### config.mk
export PLATFORM = sky130hd
export DESIGN_NAME = length_prefixed_line_receiver_top_flat
export DESIGN_NICKNAME = d
export VERILOG_FILES = /design/src/design/lplr_pkg.sv /design/src/design/lplr_in_if.sv /design/src/design/lplr_out_if.sv /design/src/design/lplr_cfg_if.sv /design/src/design/lplr_step.sv /design/src/design/length_prefixed_line_receiver_top.sv /design/src/flat_wrapper.sv
export SDC_FILE = /design/constraint.sdc
export NUM_CORES = 1
export LEC_CHECK = 0
export BUFFER_PORTS_ARGS = -buffer_cell sky130_fd_sc_hd__buf_2
export CAP_MARGIN = 20
export CORE_ASPECT_RATIO = 1.5
export CORE_UTILIZATION = 28
export DETAILED_ROUTE_END_ITERATION = 6
export PLACE_DENSITY = 0.41
export SYNTH_ARGS = -nofsm -noshare
export SYNTH_HDL_FRONTEND = slang
export SYNTH_HIERARCHICAL = 1
export SYNTH_SLANG_ARGS = --single-unit
### constraint.sdc
create_clock -name clk -period 11 [get_ports clk]
set_clock_uncertainty 0.05 [all_clocks]
set_input_delay 0.55 -clock clk [delete_from_list [all_inputs] [get_ports clk]]
set_output_delay 0.55 -clock clk [all_outputs]
set_load 0.01 [all_outputs]
### src/design/lplr_pkg.sv
// lplr_pkg: shared types and constants for the length-prefixed line receiver
// used by the channel interfaces, the step logic and the top level
// no dependencies
package lplr_pkg;

  localparam int unsigned BYTE_W = 8;
  localparam int unsigned LEN_W  = 16;
  localparam int unsigned STAT_W = 4;

  localparam logic [LEN_W-1:0] MAX_LEN_RST = 16'd64;

  // character codes
  localparam logic [BYTE_W-1:0] CH_ZERO = 8'h30;
  localparam logic [BYTE_W-1:0] CH_NINE = 8'h39;
  localparam logic [BYTE_W-1:0] CH_CR   = 8'h0D;
  localparam logic [BYTE_W-1:0] CH_LF   = 8'h0A;

  // opcodes of an input beat
  localparam logic OP_BYTE    = 1'b0;
  localparam logic OP_RESTART = 1'b1;

  // result status codes
  typedef enum logic [STAT_W-1:0] {
    ST_DIGIT    = 4'd0,
    ST_LENDONE  = 4'd1,
    ST_PAYLOAD  = 4'd2,
    ST_DONE     = 4'd3,
    ST_BLANK    = 4'd4,
    ST_BADCHAR  = 4'd5,
    ST_TOOLONG  = 4'd6,
    ST_EMPTY    = 4'd7,
    ST_OVERFLOW = 4'd8,
    ST_IGNORED  = 4'd9,
    ST_RESTART  = 4'd10
  } status_t;

  // receiver stage, one-hot
  typedef enum logic [2:0] {
    STG_LEN = 3'b001,
    STG_STR = 3'b010,
    STG_FIN = 3'b100
  } stage_t;

  typedef struct packed {
    stage_t             stage;
    logic [LEN_W-1:0]   declared_len;
    logic [LEN_W-1:0]   received_cnt;
  } rx_state_t;

  typedef struct packed {
    status_t            status;
    logic [BYTE_W-1:0]  payload_byte;
    logic [LEN_W-1:0]   position;
    logic [LEN_W-1:0]   count;
  } rx_result_t;

endpackage

### src/design/lplr_in_if.sv
// lplr_in_if: input byte channel (valid/ready with opcode and data byte)
// depends on lplr_pkg
interface lplr_in_if;
  logic                       valid;
  logic                       ready;
  logic                       opcode;
  logic [lplr_pkg::BYTE_W-1:0] data_byte;

  modport source (output valid, output opcode, output data_byte, input ready);
  modport sink   (input valid, input opcode, input data_byte, output ready);
endinterface

### src/design/lplr_out_if.sv
// lplr_out_if: result channel (valid/ready with status, byte, position, count)
// depends on lplr_pkg
interface lplr_out_if;
  logic                        valid;
  logic                        ready;
  logic [lplr_pkg::STAT_W-1:0] status;
  logic [lplr_pkg::BYTE_W-1:0] payload_byte;
  logic [lplr_pkg::LEN_W-1:0]  position;
  logic [lplr_pkg::LEN_W-1:0]  count;

  modport source (output valid, output status, output payload_byte,
                  output position, output count, input ready);
  modport sink   (input valid, input status, input payload_byte,
                  input position, input count, output ready);
endinterface

### src/design/lplr_cfg_if.sv
// lplr_cfg_if: configuration write channel carrying max_len
// depends on lplr_pkg
interface lplr_cfg_if;
  logic                       valid;
  logic                       ready;
  logic [lplr_pkg::LEN_W-1:0] max_len;

  modport source (output valid, output max_len, input ready);
  modport sink   (input valid, input max_len, output ready);
endinterface

### src/design/lplr_step.sv
// lplr_step: next-state and result logic for one input beat
// depends on lplr_pkg
module lplr_step (
  input  logic                         opcode,
  input  logic [lplr_pkg::BYTE_W-1:0]  data_byte,
  input  logic [lplr_pkg::LEN_W-1:0]   max_len,
  input  lplr_pkg::rx_state_t          cur,
  output lplr_pkg::rx_state_t          nxt,
  output lplr_pkg::rx_result_t         res
);
  import lplr_pkg::*;

  localparam int unsigned ACC_W = LEN_W + 4;

  logic              is_break;
  logic              is_digit;
  logic [ACC_W-1:0]  len_x10;
  logic [ACC_W-1:0]  len_acc;
  logic [LEN_W:0]    rcv_inc;
  rx_state_t         restart_st;

  // byte classification
  assign is_break = (data_byte == CH_CR) || (data_byte == CH_LF);
  assign is_digit = (data_byte >= CH_ZERO) && (data_byte <= CH_NINE);

  // decimal accumulate: len * 10 + digit, wide enough to see overflow
  assign len_x10 = {cur.declared_len, 3'b000} + {3'b000, cur.declared_len, 1'b0};
  assign len_acc = len_x10 + ACC_W'(data_byte - CH_ZERO);
  assign rcv_inc = {1'b0, cur.received_cnt} + (LEN_W+1)'(1);

  assign restart_st = '{stage: STG_LEN, declared_len: '0, received_cnt: '0};

  always_comb begin
    nxt              = cur;
    res.status       = ST_IGNORED;
    res.payload_byte = '0;
    res.position     = '0;
    res.count        = '0;
    if (opcode == OP_RESTART) begin
      nxt        = restart_st;
      res.status = ST_RESTART;
    end else begin
      case (cur.stage)
        // length line
        STG_LEN: begin
          if (cur.declared_len > max_len) begin
            nxt        = restart_st;
            res.status = ST_TOOLONG;
          end else if (is_break) begin
            if (cur.declared_len == '0) begin
              nxt        = restart_st;
              res.status = ST_EMPTY;
            end else begin
              nxt.stage  = STG_STR;
              res.count  = cur.declared_len;
              res.status = ST_LENDONE;
            end
          end else if (!is_digit) begin
            nxt.declared_len = '0;
            res.status       = ST_BADCHAR;
          end else if (len_acc[ACC_W-1:LEN_W] != '0) begin
            nxt.declared_len = '0;
            res.status       = ST_OVERFLOW;
          end else begin
            nxt.declared_len = len_acc[LEN_W-1:0];
            res.status       = ST_DIGIT;
          end
        end
        // payload line
        STG_STR: begin
          if (is_break) begin
            if (cur.received_cnt == '0) begin
              res.status = ST_BLANK;
            end else begin
              nxt.stage  = STG_FIN;
              res.count  = cur.received_cnt;
              res.status = ST_DONE;
            end
          end else if (rcv_inc > {1'b0, cur.declared_len}) begin
            nxt        = restart_st;
            res.status = ST_TOOLONG;
          end else begin
            res.payload_byte = data_byte;
            res.position     = cur.received_cnt;
            nxt.received_cnt = rcv_inc[LEN_W-1:0];
            res.status       = ST_PAYLOAD;
          end
        end
        default: begin
          res.status = ST_IGNORED;
        end
      endcase
    end
  end

endmodule

### src/design/length_prefixed_line_receiver_top.sv
// length_prefixed_line_receiver_top: length-prefixed line receiver top level
// depends on lplr_pkg, lplr_in_if, lplr_out_if, lplr_cfg_if and lplr_step
//
// usage:
//   in_ch carries one beat per received serial byte (opcode 0) or a restart
//   request (opcode 1). every accepted beat yields exactly one result beat on
//   out_ch: status, plus the payload byte and its position for payload bytes,
//   and the parsed or final length in count for the two line-end statuses.
//   cfg_ch writes max_len; it is always ready and should only be written
//   while no beat is in flight.
// pipeline and throughput:
//   a beat lands in the input register, is decoded combinationally against the
//   receiver state and lands in the result register. one beat per cycle is
//   sustained while out_ch.ready stays high, set by the single decode step
//   between the two registers.
// reset:
//   rst_n is synchronous, active low; it empties both registers, returns the
//   receiver to the length stage with zero counts and sets max_len to 64.
// stalls:
//   while out_ch.ready is low a full result register holds; the input register
//   still takes one more beat, after which in_ch.ready drops. no beat is lost.
module length_prefixed_line_receiver_top (
  input  logic       clk,
  input  logic       rst_n,
  lplr_in_if.sink    in_ch,
  lplr_out_if.source out_ch,
  lplr_cfg_if.sink   cfg_ch
);
  import lplr_pkg::*;

  logic                 in_vld_r;
  logic                 in_op_r;
  logic [BYTE_W-1:0]    in_byte_r;
  logic                 out_vld_r;
  rx_result_t           res_r;
  rx_result_t           res_nxt;
  rx_state_t            st_r;
  rx_state_t            st_nxt;
  logic [LEN_W-1:0]     max_len_r;
  logic                 advance;
  logic                 in_take;

  // handshake
  assign advance      = in_vld_r && (!out_vld_r || out_ch.ready);
  assign in_ch.ready  = !in_vld_r || advance;
  assign in_take      = in_ch.valid && in_ch.ready;
  assign cfg_ch.ready = 1'b1;

  // configuration register
  always_ff @(posedge clk) begin
    if (!rst_n) begin
      max_len_r <= MAX_LEN_RST;
    end else if (cfg_ch.valid) begin
      max_len_r <= cfg_ch.max_len;
    end
  end

  // input register
  always_ff @(posedge clk) begin
    if (!rst_n) begin
      in_vld_r <= 1'b0;
    end else if (in_ch.ready) begin
      in_vld_r <= in_ch.valid;
    end
  end

  always_ff @(posedge clk) begin
    if (in_take) begin
      in_op_r   <= in_ch.opcode;
      in_byte_r <= in_ch.data_byte;
    end
  end

  // decode step
  lplr_step u_step (
    .opcode    (in_op_r),
    .data_byte (in_byte_r),
    .max_len   (max_len_r),
    .cur       (st_r),
    .nxt       (st_nxt),
    .res       (res_nxt)
  );

  // receiver state
  always_ff @(posedge clk) begin
    if (!rst_n) begin
      st_r <= '{stage: STG_LEN, declared_len: '0, received_cnt: '0};
    end else if (advance) begin
      st_r <= st_nxt;
    end
  end

  // result register
  always_ff @(posedge clk) begin
    if (!rst_n) begin
      out_vld_r <= 1'b0;
    end else if (advance) begin
      out_vld_r <= 1'b1;
    end else if (out_ch.ready) begin
      out_vld_r <= 1'b0;
    end
  end

  always_ff @(posedge clk) begin
    if (advance) begin
      res_r <= res_nxt;
    end
  end

  assign out_ch.valid        = out_vld_r;
  assign out_ch.status       = res_r.status;
  assign out_ch.payload_byte = res_r.payload_byte;
  assign out_ch.position     = res_r.position;
  assign out_ch.count        = res_r.count;

  // checks
  a_stage_onehot: assert property (@(posedge clk) disable iff (!rst_n)
    $onehot(st_r.stage))
    else $error("receiver stage lost its one-hot code");

  a_payload_has_len: assert property (@(posedge clk) disable iff (!rst_n)
    (st_r.stage == STG_STR) |-> (st_r.declared_len != '0))
    else $error("payload stage entered with a zero length");

  a_count_in_range: assert property (@(posedge clk) disable iff (!rst_n)
    st_r.received_cnt <= st_r.declared_len)
    else $error("payload count ran past the declared length");

  a_len_stage_no_count: assert property (@(posedge clk) disable iff (!rst_n)
    (st_r.stage == STG_LEN) |-> (st_r.received_cnt == '0))
    else $error("payload count nonzero in the length stage");

  a_restart: assert property (@(posedge clk) disable iff (!rst_n)
    (advance && in_op_r == OP_RESTART) |=>
      (st_r.stage == STG_LEN && out_vld_r && res_r.status == ST_RESTART))
    else $error("restart beat did not reset the receiver");

endmodule
### src/flat_wrapper.sv
// flat-port wrapper written by rule: the top's interface ports become plain ports
module length_prefixed_line_receiver_top_flat import lplr_pkg::*;
  (clk, rst_n, in_ch_valid, in_ch_opcode, in_ch_data_byte, in_ch_ready, out_ch_valid, out_ch_status, out_ch_payload_byte, out_ch_position, out_ch_count, out_ch_ready, cfg_ch_valid, cfg_ch_max_len, cfg_ch_ready);
  lplr_in_if in_ch_i ();
  lplr_out_if out_ch_i ();
  lplr_cfg_if cfg_ch_i ();
  input  logic clk;
  input  logic rst_n;
  input wire logic [$bits(in_ch_i.valid)-1:0] in_ch_valid;
  input wire logic [$bits(in_ch_i.opcode)-1:0] in_ch_opcode;
  input wire logic [$bits(in_ch_i.data_byte)-1:0] in_ch_data_byte;
  output wire logic [$bits(in_ch_i.ready)-1:0] in_ch_ready;
  output wire logic [$bits(out_ch_i.valid)-1:0] out_ch_valid;
  output wire logic [$bits(out_ch_i.status)-1:0] out_ch_status;
  output wire logic [$bits(out_ch_i.payload_byte)-1:0] out_ch_payload_byte;
  output wire logic [$bits(out_ch_i.position)-1:0] out_ch_position;
  output wire logic [$bits(out_ch_i.count)-1:0] out_ch_count;
  input wire logic [$bits(out_ch_i.ready)-1:0] out_ch_ready;
  input wire logic [$bits(cfg_ch_i.valid)-1:0] cfg_ch_valid;
  input wire logic [$bits(cfg_ch_i.max_len)-1:0] cfg_ch_max_len;
  output wire logic [$bits(cfg_ch_i.ready)-1:0] cfg_ch_ready;
  assign in_ch_i.valid = in_ch_valid;
  assign in_ch_i.opcode = in_ch_opcode;
  assign in_ch_i.data_byte = in_ch_data_byte;
  assign in_ch_ready = in_ch_i.ready;
  assign out_ch_valid = out_ch_i.valid;
  assign out_ch_status = out_ch_i.status;
  assign out_ch_payload_byte = out_ch_i.payload_byte;
  assign out_ch_position = out_ch_i.position;
  assign out_ch_count = out_ch_i.count;
  assign out_ch_i.ready = out_ch_ready;
  assign cfg_ch_i.valid = cfg_ch_valid;
  assign cfg_ch_i.max_len = cfg_ch_max_len;
  assign cfg_ch_ready = cfg_ch_i.ready;
  length_prefixed_line_receiver_top u_core (.clk(clk), .rst_n(rst_n), .in_ch(in_ch_i), .out_ch(out_ch_i), .cfg_ch(cfg_ch_i));
endmodule
==> results of run 1 <==
## critical path, stage by stage (launching register included)
cell	delay [ns]
dfxtp_1	0.52
ha_1	0.30
nand2_1	0.16
nor2_1	0.37
and3_1	0.35
nand3_1	0.12
xnor2_1	0.29
ha_1	0.30
a211oi_1	0.23
nor2_1	0.09
or4_1	0.47
o211ai_1	0.25
a21oi_1	0.26
nor3_1	0.73
a21o_1	0.21
a22o_1	0.14
nand2_1	0.05
mux2i_1	0.14
## cell families after synthesis
kind of cell,count (synthesis)
AOI/OAI and AO/OA,156
xor gates and xnor gates,30
adders and majority gates,72
buffers and inverters,92
DFF,106
muxes,53
other,1
and+or+nand+nor,278
## registers in the layout, indices dropped and copies added (netlist names), 4 cells and up
signal / cells
u_core/out_ch.position: 16
u_core/out_ch.count: 16
u_core/out_ch.payload_byte: 8
u_core/in_byte_r: 8
u_core/out_ch.status: 4
u_core/max_len_r: 16
u_core/st_r: 35
## per-stage QoR
stage	worst slack [ns]	power (mW)	util [%]
finish	5.88	0.882	32.1
global route	5.46	0.920	32.1
CTS	5.65	0.900	32.0
detailed placement	5.68	0.531	30.8
global placement	5.69	0.531	30.8
floorplan	6.29	0.505	-
## worst max-delay path by stage
stage / startpoint / end / slack (ns) / depth (start not counted)
floorplan: u_core/in_byte_r[4]$_DFFE_PP_ / u_core/st_r[23]$_SDFFE_PN0P_ / 6.29 / 15
global placement: u_core/in_byte_r[4]$_DFFE_PP_ / u_core/st_r[16]$_SDFFE_PN0P_ / 5.69 / 14
detailed placement: u_core/in_byte_r[4]$_DFFE_PP_ / u_core/st_r[18]$_SDFFE_PN0P_ / 5.68 / 14
CTS: u_core/in_byte_r[4]$_DFFE_PP_ / u_core/st_r[18]$_SDFFE_PN0P_ / 5.65 / 14
global route: u_core/st_r[0]$_SDFFE_PN0P_ / u_core/st_r[5]$_SDFFE_PN0P_ / 5.46 / 17
finish: u_core/st_r[0]$_SDFFE_PN0P_ / u_core/st_r[13]$_SDFFE_PN0P_ / 5.88 / 17
## power groups by stage
stage	Sequential, mW	Clock [mW]	Combinational [mW]
2_1_floorplan	0.444	0	0.0610
3_3_place_gp	0.443	0	0.0874
3_5_place_dp	0.443	0	0.0872
4_1_cts	0.434	0.379	0.0875
5_1_grt	0.436	0.389	0.0960
6_report	0.434	0.362	0.0858
## final cells by class
type                            instances  area (um2)
Multi-Input combinational cell        590        4320
Tap cell                              333         417
Inverter                               45         169
Sequential cell                       106        2650
Clock buffer                           10         229
Fill cell                            2708       17600
Clock inverter                          6        88.8
Timing Repair Buffer                   81         424
## metal layers
layer | vias to the layer above | routed length (um)
met3 | 28 | 576
met1 | 2718 | 8140
met2 | 108 | 11000
li1 | 2895 | -
met4 | 0 | 536
met5 | - | 0
## layout by cell type (no fill, tap or decap), drive strengths merged, types with 18 or more instances in the layout
cell | netlist | routed
nor2b | 20 | 20
o21ai | 26 | 26
a22o | 22 | 22
nand2 | 107 | 107
dfxtp | 53 | 53
nor2 | 49 | 49
buf | 22 | 81
nand3 | 18 | 18
ha | 57 | 57
a21oi | 35 | 35
edfxtp | 53 | 53
mux2i | 52 | 52
and2 | 29 | 29
inv | 45 | 46
==> metrics.cfg, run 1 <==
[synth]
synth_cell_type_count=69
ys_ff_latch=106
synth_seq_area_share_pct=35.8
synth.area.top_cells=edfxtp_1 (22%), dfxtp_1 (14%), ha_1 (9.6%)
synthSimpleGateAreaFrac_pct=18.8
yosysMostFrequentCell=nand2_1
synth_top_area_share_pct=21.5
synth_xor_area_share_pct=3.55
synth_compound_area_share_pct=14.9
syn_area_per_cell_um2=9.39
yosysTopAreaCell=edfxtp_1
ys_warn_count=6
syn_nets=890
yosys.area_share.adder_pct=13.7
synthArstFlopShare_pct=0
synth_cells=788
synth_ff_type=edfxtp_1
synth_top_family_by_area=simple AND/OR/NAND/NOR gates
synthesis.area_um2=7400
synth-edff-count=53
synth_commonest_cells=nand2_1 (107), ha_1 (57), dfxtp_1 (53), edfxtp_1 (53), mux2i_1 (52)
yosys-mux-area-fraction_pct=7.18

[min_path]
hold_depth=1
hold_path_end=u_core/in_byte_r[3]$_DFFE_PP_
hold_start=in_ch_data_byte[3]
hold_class=in2reg

[routing]
drtPass1Iterations=5
vias=5749
drtIter0Drc=233
wire_per_inst_um=17.3
viasPerCell=4.91
ant_nets=0
drc=0
wirelength_um=20300

[floorplan]
die-area_um2=27100
rows=72
die_w_um=135
die_y_um=201
core_area_um2=25900
floorplan.initialDensity_pct=28.6
pin_count=77

[power_and_ir_drop]
clkPwrFrac_pct=41.1
seq_power_share_pct=49.2
power.net_switching_uw=221
irDropWorstVdd_uv=72.9
p_comb_share_pct=9.7
power_density_nw_per_um2=106
p_sw_share_pct=25.1
p_int_uw=660
p_leak_nw=3.34

[timing]
tightest_slew_ns=0.985
drv_slew=0
min_period_over_period_pct=46.5
relSlewSlack_pct=34.3
holdWs_ns=0.299
hold_viol_final=0
setup_viol=0
rsz0062_at_grt=no
max_freq_mhz=195
layout_min_cycle_time_ns=5.12
setup-tns-final_ns=0

[place]
dp_cells=1154
gp_congestion=0.797
dpl-instance-area_um2=7970
port_buffers=75
dpl.hpwl_um=15000

[worst_setup_path]
worstSetupPathType=reg2reg
reg2reg_slack_ns=5.88
critical_path.max_fanout=10
worstPathArrival_ns=5.37
worstPathRequired_ns=11.25
critPathCaptureType=flop
crit_path_start_kind=flop
r2r_end=u_core/st_r[13]$_SDFFE_PN0P_
rr_startpoint=u_core/st_r[0]$_SDFFE_PN0P_
r2r_cells=17

[grt]
grt_overflow=0
grt_use_total_pct=15.6
grt_max_degree=88
grt_busiest_layer=met2
met2_usage_pct=29.4
antenna_found_initial=0
grt_pass1_wl_um=31900
grt.met1_usage_pct=16.8
grt_pass1_vias=5766
met3_usage_pct=2.60

[layout]
syn2layout_area_growth_pct=12.1
fin_cells=1171
fin_nets=935
final_area_um2=8300
diodes=0
drive_gt1_share_pct=14.6

[clock_network]
ctsHoldBuffers=0
postCtsResizedCells=0
clock-root-buffer=clkbuf_16
cts_max_level=3
post-cts-setup-buffers=0
cts_buffers=9
clockBufferDepth=2
cts_sinks=106
clk_pin_slew_ns=0.08
cts_tree=done
clkLatencyLatePin_ns=0.37

[run]
cap_violations=0

[status]
status=finished clean

(Power assumes the default switching activity.)
==> inputs of run 2 (changes only) <==
--- a/config.mk
+++ b/config.mk
@@ -5,12 +5,13 @@
 export SDC_FILE = /design/constraint.sdc
 export NUM_CORES = 1
 export LEC_CHECK = 0
+export ABC_AREA = 1
 export BUFFER_PORTS_ARGS = -buffer_cell sky130_fd_sc_hd__buf_2
 export CAP_MARGIN = 20
 export CORE_ASPECT_RATIO = 1.5
 export CORE_UTILIZATION = 28
 export DETAILED_ROUTE_END_ITERATION = 6
-export PLACE_DENSITY = 0.41
+export PLACE_DENSITY = 0.42
 export SYNTH_ARGS = -nofsm -noshare
 export SYNTH_HDL_FRONTEND = slang
 export SYNTH_HIERARCHICAL = 1
==> constraint.sdc (replaced) <==
create_clock -name clk -period 4.3 [get_ports clk]
set_clock_uncertainty 0.05 [all_clocks]
set_input_delay 0.215 -clock clk [delete_from_list [all_inputs] [get_ports clk]]
set_output_delay 0.215 -clock clk [all_outputs]
set_load 0.01 [all_outputs]
==> run 2 against run 1 <==
Compared with the run above:
- critical endpoint is now u_core/st_r[14]$_SDFFE_PN0P_
- hold slack got worse by 0.28 ns
- die area grew 18%
- synthesized cell count increased by 60%
- flip-flop and latch count did not move
- highest routed layer unchanged
==> metrics.cfg, run 2 <==
[status]
status=finished clean

[power_and_ir_drop]
power_density_nw_per_um2=303  ; +190%
irDropWorstVdd_uv=201  ; +180%
p_leak_nw=4.57  ; +37%

[floorplan]
rows=78  ; +8.3%
pin_count=77  ; unchanged
die_w_um=146  ; +8.6%
core_area_um2=30400  ; +18%
floorplan.initialDensity_pct=28.7  ; +0.10 points
die-area_um2=32000  ; +18%
die_y_um=218  ; +8.6%

[clock_network]
cts_tree=done
cts_buffers=9  ; unchanged
cts_max_level=3  ; unchanged
clkLatencyLatePin_ns=0.38  ; about the same
clock-root-buffer=clkbuf_16
cts_sinks=106  ; unchanged
clockBufferDepth=2  ; unchanged
clk_pin_slew_ns=0.07  ; about the same

[synth]
synthArstFlopShare_pct=0  ; unchanged
yosysTopAreaCell=edfxtp_1
synthesis.area_um2=8750  ; +18%
synth.area.top_cells=edfxtp_1 (18%), dfxtp_1 (12%), nand2_1 (11%)
synth-edff-count=53  ; unchanged
synth_cell_type_count=44  ; -36%
syn_area_per_cell_um2=6.94  ; -26%
synth_seq_area_share_pct=30.3  ; -5.5 points
synth_commonest_cells=nand2_1 (251), nor2_1 (185), inv_1 (182), a21oi_1 (116), nand3_1 (83)
ys_warn_count=6  ; unchanged
yosysMostFrequentCell=nand2_1
syn_nets=1363  ; +53%
ys_ff_latch=106  ; unchanged
synth_top_area_share_pct=18.2  ; -3.3 points
synth_ff_type=edfxtp_1
synth_cells=1261  ; +60%

[grt]
grt_max_degree=72  ; -18%
grt_overflow=0  ; unchanged
antenna_found_initial=0  ; unchanged
grt_use_total_pct=18.5  ; +2.9 points
grt_pass1_vias=8250  ; +43%
grt_pass1_wl_um=45200  ; +42%

[place]
port_buffers=75  ; unchanged
dp_cells=1704  ; +48%
dpl.hpwl_um=21400  ; +43%
pre_cts_ws_ns=0.322  ; -5.36 ns
dpl-instance-area_um2=9470  ; +19%
gp_congestion=0.858  ; +7.7%

[timing]
holdWs_ns=0.0163  ; -0.283 ns
setup_viol=0  ; unchanged
tightest_slew_ns=0.951  ; -0.0341 ns
drv_slew=0  ; unchanged
min_period_over_period_pct=89.5  ; +43 points
setup_slack_ns=0.452  ; -5.43 ns
setup-tns-final_ns=0  ; unchanged
hold_viol_final=0  ; unchanged
rsz0062_at_grt=no
layout_min_cycle_time_ns=3.85  ; -1.27 ns
max_freq_mhz=260  ; +33%
relSlewSlack_pct=36.5  ; +2.2 points

[layout]
syn2layout_area_growth_pct=14.2
fin_cells=1741  ; +49%
fill_cells=3428  ; +27%
regMostFlops=u_core/st_r
fin_nets=1438  ; +54%
largest_reg_flops=35  ; unchanged
drive_gt1_share_pct=13.2  ; -1.4 points
final_area_um2=9990  ; +20%
most-common-layout-cells=nand2_1 (251), nor2_1 (185), inv_1 (181), a21oi_1 (116), nand3_1 (83)
final_common_cell=nand2_1
diodes=0  ; unchanged

[routing]
wire_per_inst_um=16.3  ; -5.9%
drtPass1Iterations=5  ; unchanged
viasPerCell=4.75  ; -3.3%
wirelength_um=28400  ; +40%
drc=0  ; unchanged
vias=8269  ; +44%
drtIter0Drc=371  ; +59%
ant_nets=0  ; unchanged

[worst_setup_path]
worstPathArrival_ns=4.11  ; -1.26 ns
worstSetupPathType=reg2reg
critPathCaptureType=flop
critical_path.max_fanout=18  ; +8
crit_path_start_kind=flop
worstPathRequired_ns=4.56  ; -6.69 ns

[run]
cap_violations=0  ; unchanged

[min_path]
hold_class=in2reg

## run 2: cell count changes after synthesis, moves of 12 or more
cell     change
inv_1      +138
a21oi_1     +81
nand3_1     +65
and2_1      -26
nor2_1     +137
a22oi_1     -17
nor2_2      +12
nand2_1    +144
o21ai_0     +41
mux2i_1     -52
nor2b_1     -19
a22o_2      -12
## run 2: report_power, final
group | switching, mW | leakage, nW | internal (mW)
Combinational | 0.655 | 3.48 | 0.343
Clock | 0.426 | 0.141 | 0.432
Sequential | 0.0591 | 0.949 | 1.12
## run 2: layer usage
metal	global-route usage [%]	vias up	wire length, um
met5	0	-	0
met4	8.30	0	925
met3	2.38	33	664
met2	35.0	125	15300
met1	20.3	3903	11500
li1	-	4208	-
## run 2: area by class of cell
class	count	area, um2	share of cell area [%]
timing repair buffer	127	853	8.54
multi-input combinational	899	4970	49.7
sequential	106	2650	26.6
tap	400	500	5.01
inverter	193	724	7.25
clock buffer	11	253	2.53
clock inverter	5	41.3	0.413
## run 2: worst max-delay path, stage by stage, from the launching register on
cell,delay (ns)
dfxtp_1,0.47
ha_1,0.25
nand3_2,0.15
nor2_2,0.15
nand3_2,0.15
nand3b_1,0.23
nor2_1,0.14
xor2_1,0.20
inv_1,0.06
ha_1,0.29
nand2_1,0.05
inv_1,0.07
nand3_1,0.08
nor4_2,0.34
o41ai_4,0.17
nand3_4,0.19
buf_12,0.19
nand3_1,0.12
a21oi_1,0.15
inv_1,0.05
nand3_1,0.07
nand2_1,0.06
nor2_1,0.07
## run 2: what timing repair did
action | CTS | global route
hold buffers | 20 | 0
endpoints found under the setup margin | 0 | 2
gates resized for setup | 0 | 1
setup buffers | 0 | 0
hold endpoints to repair | 20 | 0
## run 2: through the flow
| stage | util (%) | power, mW |
|---|---|---|
| global placement | 31.1 | 2.19 |
| detailed placement | 31.1 | 2.19 |
| floorplan | - | 1.91 |
| finish | 32.8 | 3.03 |
| global route | 32.8 | 3.25 |
| CTS | 32.7 | 3.08 |
## run 2: cell families (layout without fill, tap and decap cells)
| kind of cell | Yosys count | count (layout) | synth area share, % |
|---|---|---|---|
| adder cells (fa/ha/maj) | 72 | 72 | 11.6 |
| other | 1 | 1 | 0.0429 |
| buffers and inverters | 256 | 336 | 13.0 |
| AO/OA/AOI/OAI | 199 | 199 | 11.9 |
| AND/OR/NAND/NOR | 604 | 604 | 30.8 |
| XOR/XNOR | 23 | 23 | 2.30 |
| flip-flops | 106 | 106 | 30.3 |
## run 2: worst paths after layout
check                                         from  cells after the start  slack, ns                          endpoint
hold reg to reg   u_core/max_len_r[6]$_SDFFE_PN1P_                      2       0.42  u_core/max_len_r[6]$_SDFFE_PN1P_
setup / recovery       u_core/st_r[0]$_SDFFE_PN0P_                     22       0.45      u_core/st_r[14]$_SDFFE_PN0P_
setup reg to reg       u_core/st_r[0]$_SDFFE_PN0P_                     22       0.45      u_core/st_r[14]$_SDFFE_PN0P_
hold / removal                   cfg_ch_max_len[6]                      3       0.02  u_core/max_len_r[6]$_SDFFE_PN1P_
